==> src/rtl/numeric_literal_scanner_macros.svh <==
// ----------------------------------------------------------------------------
// numeric_literal_scanner_macros.svh
// Assertion macros for the numeric literal scanner; empty under synthesis.
// ----------------------------------------------------------------------------
`ifndef NUMERIC_LITERAL_SCANNER_MACROS_SVH
`define NUMERIC_LITERAL_SCANNER_MACROS_SVH
`ifndef SYNTHESIS
// same-cycle implication, checked out of reset
`define NLS_ASSERT_IMP(label, clk, rst_n, ante, cons, msg) \
  label: assert property (@(posedge clk) disable iff (!rst_n) (ante) |-> (cons)) \
    else $error(msg);
// next-cycle implication, checked out of reset
`define NLS_ASSERT_NXT(label, clk, rst_n, ante, cons, msg) \
  label: assert property (@(posedge clk) disable iff (!rst_n) (ante) |=> (cons)) \
    else $error(msg);
`else
`define NLS_ASSERT_IMP(label, clk, rst_n, ante, cons, msg)
`define NLS_ASSERT_NXT(label, clk, rst_n, ante, cons, msg)
`endif
`endif

==> src/rtl/nls_pkg.sv <==
// ----------------------------------------------------------------------------
// nls_pkg
// Shared types and constants of the numeric literal scanner.
// ----------------------------------------------------------------------------
package nls_pkg;

  localparam int CH_W       = 8;
  localparam int VALUE_W    = 31;
  localparam int LEN_W      = 8;
  localparam int KIND_W     = 3;
  localparam int OUT_DATA_W = 40;

  localparam logic [VALUE_W-1:0] VALUE_MAX = {VALUE_W{1'b1}};
  localparam logic [LEN_W-1:0]   LEN_MAX   = {LEN_W{1'b1}};

  // queue between classifier and scanner, depth a power of two
  localparam int Q_DEPTH = 2;
  localparam int Q_AW    = $clog2(Q_DEPTH);
  localparam int Q_CW    = $clog2(Q_DEPTH + 1);

  // character codes
  localparam logic [CH_W-1:0] CH_0    = 8'h30;
  localparam logic [CH_W-1:0] CH_9    = 8'h39;
  localparam logic [CH_W-1:0] CH_DOT  = 8'h2e;
  localparam logic [CH_W-1:0] CH_US   = 8'h5f;
  localparam logic [CH_W-1:0] CH_A_LO = 8'h61;
  localparam logic [CH_W-1:0] CH_F_LO = 8'h66;
  localparam logic [CH_W-1:0] CH_Z_LO = 8'h7a;
  localparam logic [CH_W-1:0] CH_A_UP = 8'h41;
  localparam logic [CH_W-1:0] CH_F_UP = 8'h46;
  localparam logic [CH_W-1:0] CH_Z_UP = 8'h5a;
  localparam logic [CH_W-1:0] CH_B_LO = 8'h62;
  localparam logic [CH_W-1:0] CH_B_UP = 8'h42;
  localparam logic [CH_W-1:0] CH_O_LO = 8'h6f;
  localparam logic [CH_W-1:0] CH_O_UP = 8'h4f;
  localparam logic [CH_W-1:0] CH_X_LO = 8'h78;
  localparam logic [CH_W-1:0] CH_X_UP = 8'h58;

  typedef enum logic [KIND_W-1:0] {
    KIND_DEC   = 3'd0,
    KIND_BIN   = 3'd1,
    KIND_OCT   = 3'd2,
    KIND_HEX   = 3'd3,
    KIND_FLOAT = 3'd4,
    KIND_ERR   = 3'd5,
    KIND_NAN   = 3'd6
  } kind_t;

  // one classified character
  typedef struct packed {
    logic [3:0] dig;
    logic       is_dec;
    logic       is_hex;
    logic       is_zero;
    logic       is_b;
    logic       is_o;
    logic       is_x;
    logic       is_us;
    logic       is_dot;
    logic       is_ident;
    logic       last;
  } cls_t;

  typedef struct packed {
    logic empty;
    logic full;
  } qstat_t;

endpackage

==> src/rtl/nls_front.sv <==
// ----------------------------------------------------------------------------
// nls_front
// Accepts characters and classifies them into queue entries.
// ----------------------------------------------------------------------------
module nls_front (
  input  logic                     in_tvalid,
  output logic                     in_tready,
  input  logic [7:0]               in_tdata,   // ch
  input  logic                     in_tlast,
  input  nls_pkg::qstat_t          q_stat,
  output logic                     q_push,
  output nls_pkg::cls_t            q_wdata
);
  import nls_pkg::*;

  logic [CH_W-1:0] ch;
  logic            lower, upper, hex_let;

  assign ch        = in_tdata;
  assign in_tready = !q_stat.full;
  assign q_push    = in_tvalid && !q_stat.full;

  always_comb begin
    lower   = (ch >= CH_A_LO) && (ch <= CH_Z_LO);
    upper   = (ch >= CH_A_UP) && (ch <= CH_Z_UP);
    hex_let = ((ch >= CH_A_LO) && (ch <= CH_F_LO)) || ((ch >= CH_A_UP) && (ch <= CH_F_UP));

    q_wdata.is_dec   = (ch >= CH_0) && (ch <= CH_9);
    q_wdata.is_hex   = q_wdata.is_dec || hex_let;
    // letters a-f sit at low nibble 1..6 in both cases
    q_wdata.dig      = q_wdata.is_dec ? ch[3:0] : (hex_let ? 4'(ch[3:0] + 4'd9) : 4'd0);
    q_wdata.is_zero  = (ch == CH_0);
    q_wdata.is_b     = (ch == CH_B_LO) || (ch == CH_B_UP);
    q_wdata.is_o     = (ch == CH_O_LO) || (ch == CH_O_UP);
    q_wdata.is_x     = (ch == CH_X_LO) || (ch == CH_X_UP);
    q_wdata.is_us    = (ch == CH_US);
    q_wdata.is_dot   = (ch == CH_DOT);
    q_wdata.is_ident = lower || upper || (ch == CH_US);
    q_wdata.last     = in_tlast;
  end

endmodule

==> src/rtl/nls_queue.sv <==
// ----------------------------------------------------------------------------
// nls_queue
// Short queue of classified characters between classifier and scanner.
// ----------------------------------------------------------------------------
module nls_queue (
  input  logic            clk,
  input  logic            rst_n,
  input  logic            q_push,
  input  nls_pkg::cls_t   q_wdata,
  input  logic            q_pop,
  output nls_pkg::cls_t   q_rdata,
  output nls_pkg::qstat_t q_stat
);
  import nls_pkg::*;

  cls_t            mem_r [Q_DEPTH];
  logic [Q_AW-1:0] wr_ptr_r, wr_ptr_nxt;
  logic [Q_AW-1:0] rd_ptr_r, rd_ptr_nxt;
  logic [Q_CW-1:0] count_r, count_nxt;

  always_comb begin
    wr_ptr_nxt = q_push ? Q_AW'(wr_ptr_r + 1'b1) : wr_ptr_r;
    rd_ptr_nxt = q_pop ? Q_AW'(rd_ptr_r + 1'b1) : rd_ptr_r;
    count_nxt  = count_r;
    if (q_push && !q_pop) begin
      count_nxt = Q_CW'(count_r + 1'b1);
    end else if (q_pop && !q_push) begin
      count_nxt = Q_CW'(count_r - 1'b1);
    end
  end

  always_ff @(posedge clk) begin
    if (!rst_n) begin
      wr_ptr_r <= '0;
      rd_ptr_r <= '0;
      count_r  <= '0;
    end else begin
      wr_ptr_r <= wr_ptr_nxt;
      rd_ptr_r <= rd_ptr_nxt;
      count_r  <= count_nxt;
    end
  end

  always_ff @(posedge clk) begin
    if (q_push) begin
      mem_r[wr_ptr_r] <= q_wdata;
    end
  end

  assign q_rdata      = mem_r[rd_ptr_r];
  assign q_stat.empty = (count_r == '0);
  assign q_stat.full  = (count_r == Q_CW'(Q_DEPTH));

endmodule

==> src/rtl/nls_back.sv <==
// ----------------------------------------------------------------------------
// nls_back
// Literal scanner: runs the scan state per character and registers results.
// ----------------------------------------------------------------------------
module nls_back (
  input  logic                            clk,
  input  logic                            rst_n,
  input  nls_pkg::qstat_t                 q_stat,
  input  nls_pkg::cls_t                   q_rdata,
  output logic                            q_pop,
  output logic                            out_tvalid,
  input  logic                            out_tready,
  output logic [nls_pkg::OUT_DATA_W-1:0]  out_tdata,  // value, length, stopped_by_delimiter
  output logic [nls_pkg::KIND_W-1:0]      out_tuser   // kind
);
  import nls_pkg::*;

  typedef enum logic [6:0] {
    PH_START = 7'b0000001,
    PH_ZERO  = 7'b0000010,
    PH_PFX   = 7'b0000100,
    PH_RDIG  = 7'b0001000,
    PH_LEADZ = 7'b0010000,
    PH_DDIG  = 7'b0100000,
    PH_FRAC  = 7'b1000000
  } phase_t;

  phase_t             phase_r, phase_nxt;
  kind_t              radix_r, radix_nxt;
  logic [VALUE_W-1:0] acc_r, acc_nxt;
  logic [LEN_W-1:0]   cnt_r, cnt_nxt;

  logic               out_valid_r, out_valid_nxt;
  kind_t              out_kind_r;
  logic [VALUE_W-1:0] out_val_r;
  logic [LEN_W-1:0]   out_len_r;
  logic               out_stop_r;

  cls_t               c;
  kind_t              mac_kind;
  logic [35:0]        acc_w, prod, sum;
  logic [VALUE_W-1:0] mac_val;
  logic [LEN_W-1:0]   cnt_inc;
  logic               d_ok;

  logic               emit;
  kind_t              e_kind;
  logic [VALUE_W-1:0] e_val;
  logic [LEN_W-1:0]   e_len;
  logic               e_stop;

  assign c     = q_rdata;
  assign q_pop = !q_stat.empty && (!out_valid_r || out_tready);

  // radix multiply-add with saturation, saturating length increment and digit check
  always_comb begin
    mac_kind = ((phase_r == PH_PFX) || (phase_r == PH_RDIG)) ? radix_r : KIND_DEC;
    acc_w    = 36'(acc_r);
    unique case (mac_kind)
      KIND_BIN: prod = acc_w << 1;
      KIND_OCT: prod = acc_w << 3;
      KIND_HEX: prod = acc_w << 4;
      default:  prod = (acc_w << 3) + (acc_w << 1);
    endcase
    sum     = prod + 36'(c.dig);
    mac_val = (sum > 36'(VALUE_MAX)) ? VALUE_MAX : sum[VALUE_W-1:0];
    cnt_inc = (cnt_r == LEN_MAX) ? cnt_r : LEN_W'(cnt_r + 1'b1);
    unique case (radix_r)
      KIND_BIN: d_ok = c.is_dec && (c.dig[3:1] == 3'd0);
      KIND_OCT: d_ok = c.is_dec && !c.dig[3];
      KIND_HEX: d_ok = c.is_hex;
      default:  d_ok = c.is_dec;
    endcase
  end

  always_comb begin
    phase_nxt = phase_r;
    radix_nxt = radix_r;
    acc_nxt   = acc_r;
    cnt_nxt   = cnt_r;
    emit      = 1'b0;
    e_kind    = radix_r;
    e_val     = acc_r;
    e_len     = cnt_r;
    e_stop    = 1'b0;

    unique case (phase_r)
      PH_START: begin
        if (c.is_zero) begin
          phase_nxt = PH_ZERO;
        end else if (c.is_dec) begin
          acc_nxt   = mac_val;
          cnt_nxt   = cnt_inc;
          phase_nxt = PH_DDIG;
        end else begin
          emit   = 1'b1;
          e_kind = KIND_NAN;
          e_val  = '0;
          e_len  = '0;
          e_stop = 1'b1;
        end
      end
      PH_PFX, PH_RDIG: begin
        // underscores are skipped only right after the prefix
        priority if (phase_r == PH_PFX && c.is_us) begin
        end else if (d_ok) begin
          acc_nxt   = mac_val;
          cnt_nxt   = cnt_inc;
          phase_nxt = PH_RDIG;
        end else if (c.is_ident) begin
          emit   = 1'b1;
          e_kind = KIND_ERR;
          e_val  = '0;
          e_len  = '0;
        end else begin
          emit   = 1'b1;
          e_stop = 1'b1;
        end
      end
      PH_FRAC: begin
        if (c.is_dec) begin
          cnt_nxt = cnt_inc;
        end else if (c.is_ident) begin
          emit   = 1'b1;
          e_kind = KIND_ERR;
          e_val  = '0;
          e_len  = '0;
        end else begin
          emit   = 1'b1;
          e_stop = 1'b1;
        end
      end
      PH_ZERO, PH_LEADZ, PH_DDIG: begin
        priority if (phase_r == PH_ZERO && c.is_b) begin
          radix_nxt = KIND_BIN;
          phase_nxt = PH_PFX;
        end else if (phase_r == PH_ZERO && c.is_o) begin
          radix_nxt = KIND_OCT;
          phase_nxt = PH_PFX;
        end else if (phase_r == PH_ZERO && c.is_x) begin
          radix_nxt = KIND_HEX;
          phase_nxt = PH_PFX;
        end else if (c.is_zero && phase_r != PH_DDIG) begin
          phase_nxt = PH_LEADZ;
        end else if (c.is_dec) begin
          acc_nxt   = mac_val;
          cnt_nxt   = cnt_inc;
          phase_nxt = PH_DDIG;
        end else if (c.is_dot) begin
          radix_nxt = KIND_FLOAT;
          cnt_nxt   = cnt_inc;
          phase_nxt = PH_FRAC;
        end else if (c.is_ident) begin
          emit   = 1'b1;
          e_kind = KIND_ERR;
          e_val  = '0;
          e_len  = '0;
        end else begin
          emit   = 1'b1;
          e_stop = 1'b1;
        end
      end
      default: begin
        phase_nxt = PH_START;
      end
    endcase

    // end of text closes a literal that took this character
    if (!emit && c.last) begin
      emit   = 1'b1;
      e_kind = radix_nxt;
      e_val  = acc_nxt;
      e_len  = cnt_nxt;
      e_stop = 1'b0;
    end

    if (emit) begin
      phase_nxt = PH_START;
      radix_nxt = KIND_DEC;
      acc_nxt   = '0;
      cnt_nxt   = '0;
    end

    if (q_pop) begin
      out_valid_nxt = emit;
    end else if (out_tready) begin
      out_valid_nxt = 1'b0;
    end else begin
      out_valid_nxt = out_valid_r;
    end
  end

  always_ff @(posedge clk) begin
    if (!rst_n) begin
      phase_r     <= PH_START;
      radix_r     <= KIND_DEC;
      acc_r       <= '0;
      cnt_r       <= '0;
      out_valid_r <= 1'b0;
    end else begin
      out_valid_r <= out_valid_nxt;
      if (q_pop) begin
        phase_r <= phase_nxt;
        radix_r <= radix_nxt;
        acc_r   <= acc_nxt;
        cnt_r   <= cnt_nxt;
      end
    end
  end

  always_ff @(posedge clk) begin
    if (q_pop && emit) begin
      out_kind_r <= e_kind;
      out_val_r  <= e_val;
      out_len_r  <= e_len;
      out_stop_r <= e_stop;
    end
  end

  assign out_tvalid = out_valid_r;
  assign out_tdata  = {out_stop_r, out_len_r, out_val_r};
  assign out_tuser  = out_kind_r;

endmodule

==> src/rtl/numeric_literal_scanner.sv <==
// ----------------------------------------------------------------------------
// numeric_literal_scanner
// Scans numeric literals from a character stream, one character per transaction.
// ----------------------------------------------------------------------------
// Takes one character per cycle with no gaps, and may stall only when the result
// side is stalled. A character goes through a classifier into a two-entry queue,
// and the scanner pops one entry per cycle unless the result side is stalled; a
// result is registered when the scanner pops the character that ends the literal.
// That rate is set by the scanner's radix multiply-add and saturate on its
// accumulator register. At most one result per character; after a result the
// next character starts a new literal. There is no start-up pass after reset.
`include "numeric_literal_scanner_macros.svh"

module numeric_literal_scanner (
  input  logic        clk,
  input  logic        rst_n,
  input  logic        in_tvalid,
  output logic        in_tready,
  input  logic [7:0]  in_tdata,   // [7:0] ch
  input  logic        in_tlast,
  output logic        out_tvalid,
  input  logic        out_tready,
  output logic [39:0] out_tdata,  // [30:0] value, [38:31] length, [39] stopped_by_delimiter
  output logic [2:0]  out_tuser   // [2:0] kind
);
  import nls_pkg::*;

  qstat_t q_stat;
  cls_t   q_wdata, q_rdata;
  logic   q_push, q_pop;

  nls_front u_front (
    .in_tvalid (in_tvalid),
    .in_tready (in_tready),
    .in_tdata  (in_tdata),
    .in_tlast  (in_tlast),
    .q_stat    (q_stat),
    .q_push    (q_push),
    .q_wdata   (q_wdata)
  );

  nls_queue u_queue (
    .clk     (clk),
    .rst_n   (rst_n),
    .q_push  (q_push),
    .q_wdata (q_wdata),
    .q_pop   (q_pop),
    .q_rdata (q_rdata),
    .q_stat  (q_stat)
  );

  nls_back u_back (
    .clk        (clk),
    .rst_n      (rst_n),
    .q_stat     (q_stat),
    .q_rdata    (q_rdata),
    .q_pop      (q_pop),
    .out_tvalid (out_tvalid),
    .out_tready (out_tready),
    .out_tdata  (out_tdata),
    .out_tuser  (out_tuser)
  );

  `NLS_ASSERT_IMP(a_err_zero, clk, rst_n,
    out_tvalid && out_tuser == KIND_ERR,
    out_tdata[38:0] == 39'd0 && !out_tdata[39],
    "error result carries value or length")
  `NLS_ASSERT_IMP(a_nan_stop, clk, rst_n,
    out_tvalid && out_tuser == KIND_NAN,
    out_tdata[39] && out_tdata[38:0] == 39'd0,
    "not-a-number result malformed")
  `NLS_ASSERT_IMP(a_len_val, clk, rst_n,
    out_tvalid && out_tdata[38:31] == 8'd0,
    out_tdata[30:0] == 31'd0,
    "nonzero value with zero length")
  `NLS_ASSERT_NXT(a_q_fill, clk, rst_n,
    in_tvalid && in_tready && q_stat.empty,
    !q_stat.empty,
    "accepted character lost from queue")

endmodule
==> config.mk <==
export PLATFORM = sky130hd
export DESIGN_NAME = numeric_literal_scanner
export DESIGN_NICKNAME = d
export VERILOG_FILES = /design/src/rtl/nls_pkg.sv /design/src/rtl/nls_front.sv /design/src/rtl/nls_queue.sv /design/src/rtl/nls_back.sv /design/src/rtl/numeric_literal_scanner.sv
export VERILOG_INCLUDE_DIRS = /design/src /design/src/rtl
export SDC_FILE = /design/constraint.sdc
export NUM_CORES = 1
export LEC_CHECK = 0
export BUFFER_PORTS_ARGS = -buffer_cell sky130_fd_sc_hd__buf_2
export CORE_MARGIN = 10
export CORE_UTILIZATION = 34
export DETAILED_ROUTE_END_ITERATION = 12
export PLACE_DENSITY = 0.57
export SLEW_MARGIN = 10
export SYNTH_ARGS = -nofsm -noshare
export SYNTH_HDL_FRONTEND = slang
export SYNTH_SLANG_ARGS = --single-unit
==> constraint.sdc <==
create_clock -name clk -period 8.65 [get_ports clk]
set_input_delay 0.4325 -clock clk [delete_from_list [all_inputs] [get_ports clk]]
set_output_delay 0.4325 -clock clk [all_outputs]
set_load 0.005 [all_outputs]
After elaboration in Yosys (flattened, before gate mapping):

Memories as Yosys holds them, arrays and structs flattened. A register that Yosys moved wholly into a read port is not among the register bits.
Cells that the tools add are included.

* word-level logic and storage cells: 223
* input bits: 13
* register bits after elaboration: 97
* memory bits (writable): 28
* memories: 1

Memory list
* u_queue.mem_r: depth 2, bits a word 14, rd ports 1, clocked after Yosys merged registers in 1, write ports 1, line nls_queue.sv:16 `cls_t mem_r [Q_DEPTH];`

* add/sub/neg operators: 8
* multiplexer cells: 122
* equality and inequality tests: 30
* reductions and logical operators: 41
* $lt $le $gt $ge: 9

Operator list (count)
* $mux W31: 23
* $mux W8: 25
* $pmux W31 S4: 1
* $pmux W35 S3: 1
* $pmux W31 S3: 1
* $mux W7: 11
* $mux W3: 22
* $pmux W8 S4: 2
* $eq A8 B7 Y1 const B: 7
* $add A36 B4 Y36: 1
* $gt A36 B31 Y1 const B: 1
* $add A34 B32 Y35: 1
* $le A8 B7 Y1 const B: 4
* $pmux W7 S4: 1
* $mux W1: 27
* $logic_and A1 B1 Y1: 18
* $eq A8 B6 Y1 const B: 2
* $ge A8 B7 Y1 const B: 2
* $eq A3 B2 Y1 const B: 4
* $pmux W3 S4: 1
* $logic_or A1 B1 Y1: 9
* $add A8 B1 Y8 const B: 1
* $eq A8 B8 Y1 const B: 1
* $ge A8 B6 Y1 const B: 1
* 31 further kinds: 43

Longest topological paths before layout:

Gate-level depths: netlist of run 1.

* depth in word-level cells: 15
* gate-level depth with buffers: 21

Modules after synthesis:

Synthesis of run 1 repeated with hierarchy kept, for this count alone.

* cells, all modules: 1162
* area, all modules: 10103.4 um^2

Modules (own cells, without submodules)
* nls_back: times used 1, area an instance 8540.7 um^2, cells each 1047, sequential area each 2292.2 um^2
* nls_queue: times used 1, area an instance 1224.9 um^2, cells each 65, sequential area each 940.9 um^2
* nls_front: times used 1, area an instance 337.8 um^2, cells each 50, sequential area each 0.0 um^2

Least setup slack after synthesis of run 1:

No wires, ideal clock.

* kind: flip-flop to flip-flop
* start: reg u_back.radix_r[1]
* end: reg u_back.acc_r[30]
* setup slack: 3.555 ns
* cell stages (with the launch flop): 15
* clock period less this slack: 5.095 ns
* arrival time: 4.977 ns
* required time: 8.532 ns
* path through: dfxtp_1 buf_2 buf_1 clkbuf_1 buf_1 a21oi_1 nor3_1 o22ai_1 o22a_1 nand2b_1 nor2_1 nor2_1 nor2b_1 and2_1 a22o_1

* longest elaborated chain between the ends: 13
* elaborated cells on any way between the ends: 28
* those cells by class: add/sub: 1; order compare: 1; eq/ne: 6; mux: 18; reduce/logical: 2

RTL lines
* from (decl): line nls_back.sv:29 `kind_t radix_r, radix_nxt;`
* from (signal assigned): line nls_back.sv:204 `radix_r <= radix_nxt;`
* $mux W3: line nls_back.sv:57 `mac_kind = ((phase_r == PH_PFX) || (phase_r == PH_RDIG)) ? radix_r : KIND_DEC;`
* $eq A3 B2 Y1 or $eq A3 B1 Y1 (tied branches): line nls_back.sv:59 `unique case (mac_kind)`
* $pmux W35 S3: line nls_back.sv:59
* $add A36 B4 Y36: line nls_back.sv:65 `sum = prod + 36'(c.dig);`
* $gt A36 B31 Y1: line nls_back.sv:66 `mac_val = (sum > 36'(VALUE_MAX)) ? VALUE_MAX : sum[VALUE_W-1:0];`
* $mux W31: line nls_back.sv:66
* $mux W31: line nls_back.sv:91, nls_back.sv:145
* $mux W31: line nls_back.sv:143 `end else if (c.is_zero && phase_r != PH_DDIG) begin`
* $mux W31: line nls_back.sv:140 `end else if (phase_r == PH_ZERO && c.is_x) begin`
* $mux W31: line nls_back.sv:137 `end else if (phase_r == PH_ZERO && c.is_o) begin`
* $mux W31: line nls_back.sv:134 `priority if (phase_r == PH_ZERO && c.is_b) begin`
* $pmux W31 S3: line nls_back.sv:87 `unique case (phase_r)`
* $mux W31 *: line nls_back.sv:177 `if (emit) begin`
* to (signal assigned): line nls_back.sv:205 `acc_r <= acc_nxt;`
* to (decl): line nls_back.sv:30 `logic [VALUE_W-1:0] acc_r, acc_nxt;`

Mark *: on every way between the ends. The rest lies on a longest branch, timed or not.
A chain may end at the register's enable or synchronous reset.

Final worst setup path of run 1:

* start: reg u_back.phase_r[4]
* end: reg u_back.out_val_r[24], data pin

* longest elaborated chain between the ends: 15
* elaborated cells on any way between the ends: 48
* those cells by class: add/sub: 1; order compare: 1; eq/ne: 11; mux: 25; reduce/logical: 10

RTL lines
* from (decl): line nls_back.sv:28 `phase_t phase_r, phase_nxt;`
* from (signal assigned): line nls_back.sv:203 `phase_r <= phase_nxt;`
* $eq A7 B3 Y1 or $eq A7 B4 Y1 (tied branches): line nls_back.sv:57, nls_back.sv:87, nls_back.sv:105
* $logic_or A1 B1 Y1: line nls_back.sv:57
* $mux W3: line nls_back.sv:57
* $eq A3 B2 Y1 or $eq A3 B1 Y1 (tied branches): line nls_back.sv:59
* $pmux W35 S3: line nls_back.sv:59
* $add A36 B4 Y36: line nls_back.sv:65
* $gt A36 B31 Y1: line nls_back.sv:66
* $mux W31: line nls_back.sv:66
* $mux W31: line nls_back.sv:91, nls_back.sv:145
* $mux W31: line nls_back.sv:143
* $mux W31: line nls_back.sv:140
* $mux W31: line nls_back.sv:137
* $mux W31: line nls_back.sv:134
* $pmux W31 S3: line nls_back.sv:87
* $mux W31 *: line nls_back.sv:169 `if (!emit && c.last) begin`
* via u_back.e_val[24]: line nls_back.sv:48 `logic [VALUE_W-1:0] e_val;`
* to (signal assigned): line nls_back.sv:214 `out_val_r <= e_val;`
* to (decl): line nls_back.sv:35 `logic [VALUE_W-1:0] out_val_r;`

The timed path passes the listed nets; every way through them passes the cells marked *.

==> flow_metrics.py, run 1 <==
metrics = {
    "synthesis": {
        "syn_area_um2": 9770,
        "ys_ff_latch": 126,
        "yosysTopAreaCell": "edfxtp_1",
        "synthCells": 1176,
        "ys.flop_type": "edfxtp_1",
        "ys_top_cells_by_count": "a21oi_1 (134), o21ai_0 (116), nand2_1 (99), nor2_1 (90), edfxtp_1 (71)",
        "syn_nets": 1229,
        "synthMostInstantiatedCell": "a21oi_1",
        "synth_edf_count": 71,
        "netlist.area_leader.share_pct": 21.8,
        "syn_avg_cell_area_um2": 8.31,
        "ys_seq_area_share_pct": 33.1,
        "yosys_warnings": 0,
        "synthArstFlopShare_pct": 0,
        "synth.distinct_cells": 87,
        "synth_area_leaders": "edfxtp_1 (22%), dfxtp_1 (11%), a21oi_1 (6.9%)",
    },
    "clock_tree": {
        "insertion_delay_ns": 0.44,
        "cts_tree": "done",
        "cts_resized": 0,
        "ctsHoldBuffers": 0,
        "root_buffer": "clkbuf_16",
        "clkTransAtPathRegs_ns": 0.07,
        "cts_num_sinks": 126,
        "cts.htree.levels": 4,
        "post_cts_buffers": 0,
        "cts_inserted_buffers": 17,
        "clockBufferDepth": 2,
    },
    "floorplanning": {
        "core.rowCount": 61,
        "die_w_um": 190,
        "placeableCoreArea_um2": 28100,
        "die_area_um2": 35900,
        "die_h_um": 190,
        "pin_count": 58,
        "initial_core_util_pct": 34.8,
    },
    "sta": {
        "fin_tns_setup_ns": 0,
        "post-route-period-util_pct": 64.2,
        "rsz0062_at_grt": "no",
        "final-hold-violation-count": 0,
        "finalSetupViolations": 0,
        "fmax_ghz": 0.180,
        "fin_skew_ns": 0.0130,
        "slew_headroom_pct": 24.7,
        "period_needed_ns": 5.55,
        "setup_slack_ns": 3.10,
        "worst_pin_slew_ns": 1.13,
        "timing.hold.ws_ns": 0.192,
        "final_max_slew_viol_count": 0,
    },
    "routing": {
        "route.antenna.remaining_nets": 0,
        "vias_per_cell": 5.87,
        "wirelength_mm": 30.9,
        "drt-initial-drc-count": 856,
        "drc": 0,
        "avgRoutedWirePerCell_um": 19.6,
        "vias": 9272,
        "first_pass_iters": 6,
    },
    "global_route": {
        "grtUsageTotal_pct": 16.8,
        "grt_first_pass_wirelength_mm": 48.9,
        "overflow": 0,
        "grt_pass1_vias": 8507,
        "antenna_found_initial": 0,
        "grt_max_degree": 65,
    },
    "worst_setup_path": {
        "critPathMaxFanout": 16,
        "crit_required_ns": 8.79,
        "path_class": "register to register",
        "end_kind": "register",
        "crit_path_start_kind": "register",
        "worstPathArrival_ns": 5.70,
        "cp-startpoint": "u_back.phase_r[4]",
        "regToRegStartpoint": "u_back.phase_r[4]",
    },
    "placed_design": {
        "preCtsSetupSlack_ns": 3.16,
        "place_congestion": 0.904,
        "place.port_buffers": 57,
        "hpwl_mm": 21.9,
        "place_area_um2": 10300,
    },
    "min_path": {
        "min_from": "in_tlast",
        "min_path_type": "input port to register",
    },
    "finish": {
        "area_growth_pct": 11.8,
        "final_layout_size_suffix_gt1_share_pct": 12.1,
        "nets": 1242,
        "fin_area_um2": 10900,
        "antennaDiodeCount": 0,
    },
    "status": {
        "status": "completed",
    },
    "power_and_ir_drop": {
        "vdd_drop_max_uv": 162,
        "powerDensity_nw_per_um2": 360,
        "power.leakage_nw": 3.84,
    },
    "flow_run": {
        "maxCapViolCount": 0,
    },
}
-- critical path, stage by stage, from the launching register on --
cell     delay, ns
dfxtp_1       0.38
or4_4         0.62
or4_1         0.84
a21oi_1       0.25
o21ai_0       0.11
ha_1          0.37
a21oi_1       0.10
or3_1         0.35
nor2_1        0.33
nand3_2       0.18
nor2_1        0.16
nand4_1       0.20
nor4b_4       0.39
nor2_4        0.15
nor3_4        0.68
a21oi_1       0.14
-- sequential cells by signal (all words and copies together) (netlist names), named ones only --
signal,count
u_back.acc_r,31
u_back.out_val_r,31
u_queue.mem_r,28
u_back.cnt_r,8
u_back.out_len_r,8
u_back.phase_r,7
u_back.out_tuser,3
u_back.radix_r,3
u_queue.count_r,2
u_back.out_stop_r,1
u_back.out_tvalid,1
u_queue.rd_ptr_r,1
u_queue.wr_ptr_r,1
-- through the flow --
step                instances  util (%)  power [W]
CTS                      1580      38.9    0.00393
global route             1580      38.9    0.00421
finish                   1580      38.9    0.00394
detailed placement       1548      36.8    0.00317
global placement         1548      36.8    0.00317
floorplan                1176         -    0.00249
-- layout by cell type (no fill, tap or decap), types with 8 or more instances in the layout --
cell type / count
a211oi_1: 16
a21boi_0: 10
a21o_1: 18
a21oi_1: 134
a22o_1: 9
a22oi_1: 8
a31oi_1: 21
and2_1: 17
and3_1: 15
buf_2: 57
buf_4: 15
clkbuf_16: 17
dfxtp_1: 53
edfxtp_1: 71
ha_1: 38
inv_1: 12
mux2_2: 12
mux2i_1: 42
nand2_1: 99
nand2b_1: 15
nand3_1: 41
nand4_1: 17
nor2_1: 88
nor2b_1: 19
nor3_1: 29
o211ai_1: 8
o21a_1: 10
o21ai_0: 116
o31ai_1: 14
or3_1: 12
xnor2_1: 23
xor2_1: 17
-- path summary, 6_finish.rpt --
check / end / slack (ns) / depth (start not counted)
min reg2reg: u_queue.count_r[1] / 0.51 / 2
min: u_queue.mem_r[1][0] / 0.19 / 1
max: u_back.out_val_r[24] / 3.10 / 15
max reg2reg: u_back.out_val_r[24] / 3.10 / 15
-- layout make-up --
type | count | area, µm²
tap | 378 | 473
inverter | 12 | 45.0
clock inverter | 15 | 160
sequential | 126 | 3240
multi-input combinational | 960 | 6180
clock buffer | 17 | 425
fill | 2902 | 17200
timing repair buffer | 72 | 398
-- cell families (layout without fill, tap and decap cells) --
logic type | count (synthesis) | after routing | share of synthesized area [%]
flops | 126 | 126 | 33.1
compound gates | 420 | 420 | 26.8
fa+ha+maj | 40 | 40 | 5.28
xor+xnor | 40 | 40 | 3.59
mux | 54 | 54 | 5.69
simple gates | 406 | 406 | 21.7
buf+inv | 90 | 116 | 3.85
-- report_power, final --
group,switching [W],internal [W],leakage [nW]
Clock,0.000336,0.000411,0.294
Combinational,0.00139,0.000721,2.41
Sequential,0.000191,0.000883,1.13
Total,0.00192,0.00202,3.84
-- metal layers --
layer	GRT usage (%)	vias up	routed length [µm]
li1	-	4451	-
met1	23.0	4457	14600
met2	26.7	318	14100
met3	2.83	46	1710
met4	4.37	0	542
met5	0	-	0
(Power assumes the default switching activity.)
==> inputs of run 2 (changes only) <==
ABC_AREA = 1   (was not set)
PLACE_DENSITY = 0.58   (was 0.57)
clock period = 4.5 ns   (was 8.65 ns; I/O delays follow)
==> run 2 against run 1 <==
Against the previous run: synthesized area grew 14%; maximum frequency rose by 36%; first-iteration DRC count grew 26%; non-clock buffer count up 28; register-to-register slack worse by 2.7 ns; wire length is 29% higher; die area grew 13%; core utilization up 0.47 points; worst setup slack got worse by 2.7 ns; worst hold slack worse by 0.13 ns; critical path depth up 9; critical path type unchanged; largest cell class unchanged.
==> flow_metrics.py, run 2 <==
metrics = {
    "status": {
        "status": "completed",
    },
    "finish": {
        "reg.largest.list": "u_back.acc_r: 31 flops, u_back.out_val_r: 31 flops, u_queue.mem_r: 28 flops",
        "area_growth_pct": 14.5,
        "stdcell_count": 2316,
        "layout_commonest_cell": "nand2_1",
        "multi_input_area_um2": 6740,
        "n_fill_cell": 3502,
        "seqCellArea_um2": 3240,
        "final_layout_size_suffix_gt1_share_pct": 10.6,
        "antennaDiodeCount": 0,
        "mostFrequentLayoutCells": "nand2_1 (600), inv_1 (241), nor2_1 (167)",
        "nets": 1914,
    },
    "worst_setup_path": {
        "slowest_stage": "fa_1",
        "worstPathArrival_ns": 4.24,
        "path_class": "register to register",
        "crit_required_ns": 4.66,
        "critPathMaxFanout": 25,
        "crit_path_cell_trace": "ha_1, fa_1, nand3_1, nand3_2, nand2_1, nand2_1, nand2_1, nand2_1, nor2_1, nor2_1, nor2_1, nand2_1, nor2_4, nand2_1, nor2_2, nand2_1, nand2_1, nand2_2, nor2_8, nand2_8, o21ai_1, o21ai_1, nand2_1, o31ai_1",
        "reg2reg_depth": 24,
        "cp.depth": 24,
        "max_stage_delay_ns": 0.46,
        "crit_path_start_kind": "register",
        "end_kind": "register",
        "crit_family": "simple AND/OR/NAND/NOR gates",
        "crit_top_cell": "nand2_1",
        "cp_num_buf_inv": 0,
    },
    "power_and_ir_drop": {
        "vdd_drop_max_uv": 312,
        "power_frac_comb_pct": 43.3,
        "power.leakage_nw": 5.70,
        "p_int_w": 0.00303,
        "seqPwrFrac_pct": 30.6,
        "p_clk_share_pct": 26.1,
        "powerDensity_nw_per_um2": 431,
        "p_switching_w": 0.00247,
        "switching_share_pct": 44.9,
    },
    "placed_design": {
        "hpwl_mm": 30.8,
        "place_congestion": 0.986,
        "place.port_buffers": 57,
        "preCtsSetupSlack_ns": 0.266,
        "dp_cells": 2283,
    },
    "flow_run": {
        "maxCapViolCount": 0,
    },
    "clock_tree": {
        "root_buffer": "clkbuf_16",
        "clkTransAtPathRegs_ns": 0.07,
        "cts_num_sinks": 126,
        "cts.htree.levels": 4,
        "cts_inserted_buffers": 17,
        "insertion_delay_ns": 0.43,
        "cts_tree": "done",
        "clockBufferDepth": 2,
    },
    "synthesis": {
        "synthSimpleGateAreaFrac_pct": 38.4,
        "synth_area_leaders": "nand2_1 (20%), edfxtp_1 (19%), dfxtp_1 (9.9%)",
        "synth_xor_area_share_pct": 2.36,
        "synthArstFlopShare_pct": 0,
        "ys_seq_area_share_pct": 29.0,
        "synthCells": 1786,
        "syn_area_um2": 11100,
        "syn_avg_cell_area_um2": 6.24,
        "synthMostInstantiatedCell": "nand2_1",
        "synth_top_family_by_area": "simple AND/OR/NAND/NOR gates",
        "syn_nets": 1839,
        "ys_ff_latch": 126,
        "synth_edf_count": 71,
        "synth_compound_area_share_pct": 14.6,
        "yosys_warnings": 0,
        "yosysTopAreaCell": "nand2_1",
        "netlist.area_leader.share_pct": 20.2,
        "synthMuxAreaShare_pct": 0.0898,
        "ys_top_cells_by_count": "nand2_1 (600), inv_1 (242), nor2_1 (170), nand3_1 (126), a21oi_1 (103)",
        "ys.flop_type": "edfxtp_1",
        "synth.distinct_cells": 59,
        "yosys.area_share.adder_pct": 4.62,
    },
    "sta": {
        "fin_tns_setup_ns": 0,
        "finalSetupViolations": 0,
        "final_max_slew_viol_count": 0,
        "rsz0062_at_grt": "no",
        "period_needed_ns": 4.07,
        "worst_pin_slew_ns": 1.11,
        "fin_skew_ns": 0.0105,
        "post-route-period-util_pct": 90.5,
        "final-hold-violation-count": 0,
        "fmax_ghz": 0.246,
        "setup_slack_ns": 0.428,
        "slew_headroom_pct": 25.6,
    },
    "floorplanning": {
        "pin_count": 58,
        "die_w_um": 201,
        "placeableCoreArea_um2": 32500,
        "die_area_um2": 40400,
        "initial_core_util_pct": 34.4,
        "die_h_um": 201,
        "core.rowCount": 66,
    },
    "min_path": {
        "min_path_type": "input port to register",
        "hold_depth": 2,
    },
    "routing": {
        "drt-initial-drc-count": 1076,
        "highest_layer": "met4",
        "wl_met2_mm": 18.1,
        "route.antenna.remaining_nets": 0,
        "wl_met1_mm": 18.3,
        "vias": 12000,
        "vias_per_cell": 5.18,
        "wirelength_mm": 39.9,
        "avgRoutedWirePerCell_um": 17.2,
        "wl_met3_mm": 2.27,
        "first_pass_iters": 6,
        "drc": 0,
    },
    "global_route": {
        "grt_first_pass_wirelength_mm": 62.9,
        "grtUsageTotal_pct": 19.3,
        "antenna_found_initial": 0,
        "grt_max_degree": 44,
        "overflow": 0,
        "grt_pass1_vias": 11400,
    },
}
## run 2: power by group through the flow
| stage | combinational (W) | sequential, W | clock [W] |
|---|---|---|---|
| floorplan | 0.00135 | 0.00169 | 0 |
| global placement | 0.00234 | 0.00172 | 0 |
| detailed placement | 0.00236 | 0.00171 | 0 |
| CTS | 0.00237 | 0.00169 | 0.00146 |
| global route | 0.00261 | 0.00171 | 0.00151 |
| finish | 0.00238 | 0.00169 | 0.00143 |
## run 2: path summary, 6_finish.rpt
| kind | endpoint | startpoint | slack, ns |
|---|---|---|---|
| max | u_back.out_val_r[26] | u_back.acc_r[2] | 0.43 |
| max reg2reg | u_back.out_val_r[26] | u_back.acc_r[2] | 0.43 |
| min reg2reg | u_queue.rd_ptr_r | u_queue.rd_ptr_r | 0.45 |
| min | u_back.phase_r[0] | rst_n | 0.07 |
## run 2: area by class of cell
cell class                 instances  share of cell area, %
clock buffer                      17                   3.33
clock inverter                    15                   1.32
inverter                         266                   7.83
multi-input combinational       1350                   52.8
sequential                       126                   25.3
tap                              442                   4.33
timing repair buffer             100                   5.07
## run 2: what timing repair did
item | 4_1_cts | 5_1_grt
resized for setup | 0 | 8
buffers inserted | 0 | 0
hold buffers | 1 | 0
endpoints found under the setup margin | 0 | 46
endpoints found under the hold margin | 2 | 0
## run 2: cells by family after synthesis
| family | count (synthesis) |
|---|---|
| AO/OA/AOI/OAI | 280 |
| XOR/XNOR | 30 |
| adder cells (fa/ha/maj) | 40 |
| buffers and inverters | 310 |
| flip-flops | 126 |
| multiplexers | 1 |
| AND/OR/NAND/NOR | 999 |
## run 2: per-stage QoR
step                hold WS, ns  cell area (µm²)  utilization [%]  total power [W]
global route              0.102            12800             39.4          0.00583
floorplan                 0.324            11100                -          0.00304
CTS                      0.0575            12700             39.3          0.00552
global placement          0.431            12100             37.4          0.00406
finish                   0.0658            12800             39.4          0.00551
detailed placement        0.435            12100             37.4          0.00408
## run 2: worst register-to-register path: cells and delay by family (launching register included)
kind / cells / cell delay [ns]
compound gates: 3 / 0.34
fa+ha+maj: 2 / 0.75
flops: 1 / 0.37
simple gates: 19 / 2.34
## run 2: layer usage
metal | up-vias | global-route usage [%]
li1 | 5990 | -
met1 | 5542 | 25.5
met2 | 396 | 31.5
met3 | 62 | 2.71
met4 | 0 | 6.76
met5 | - | 0
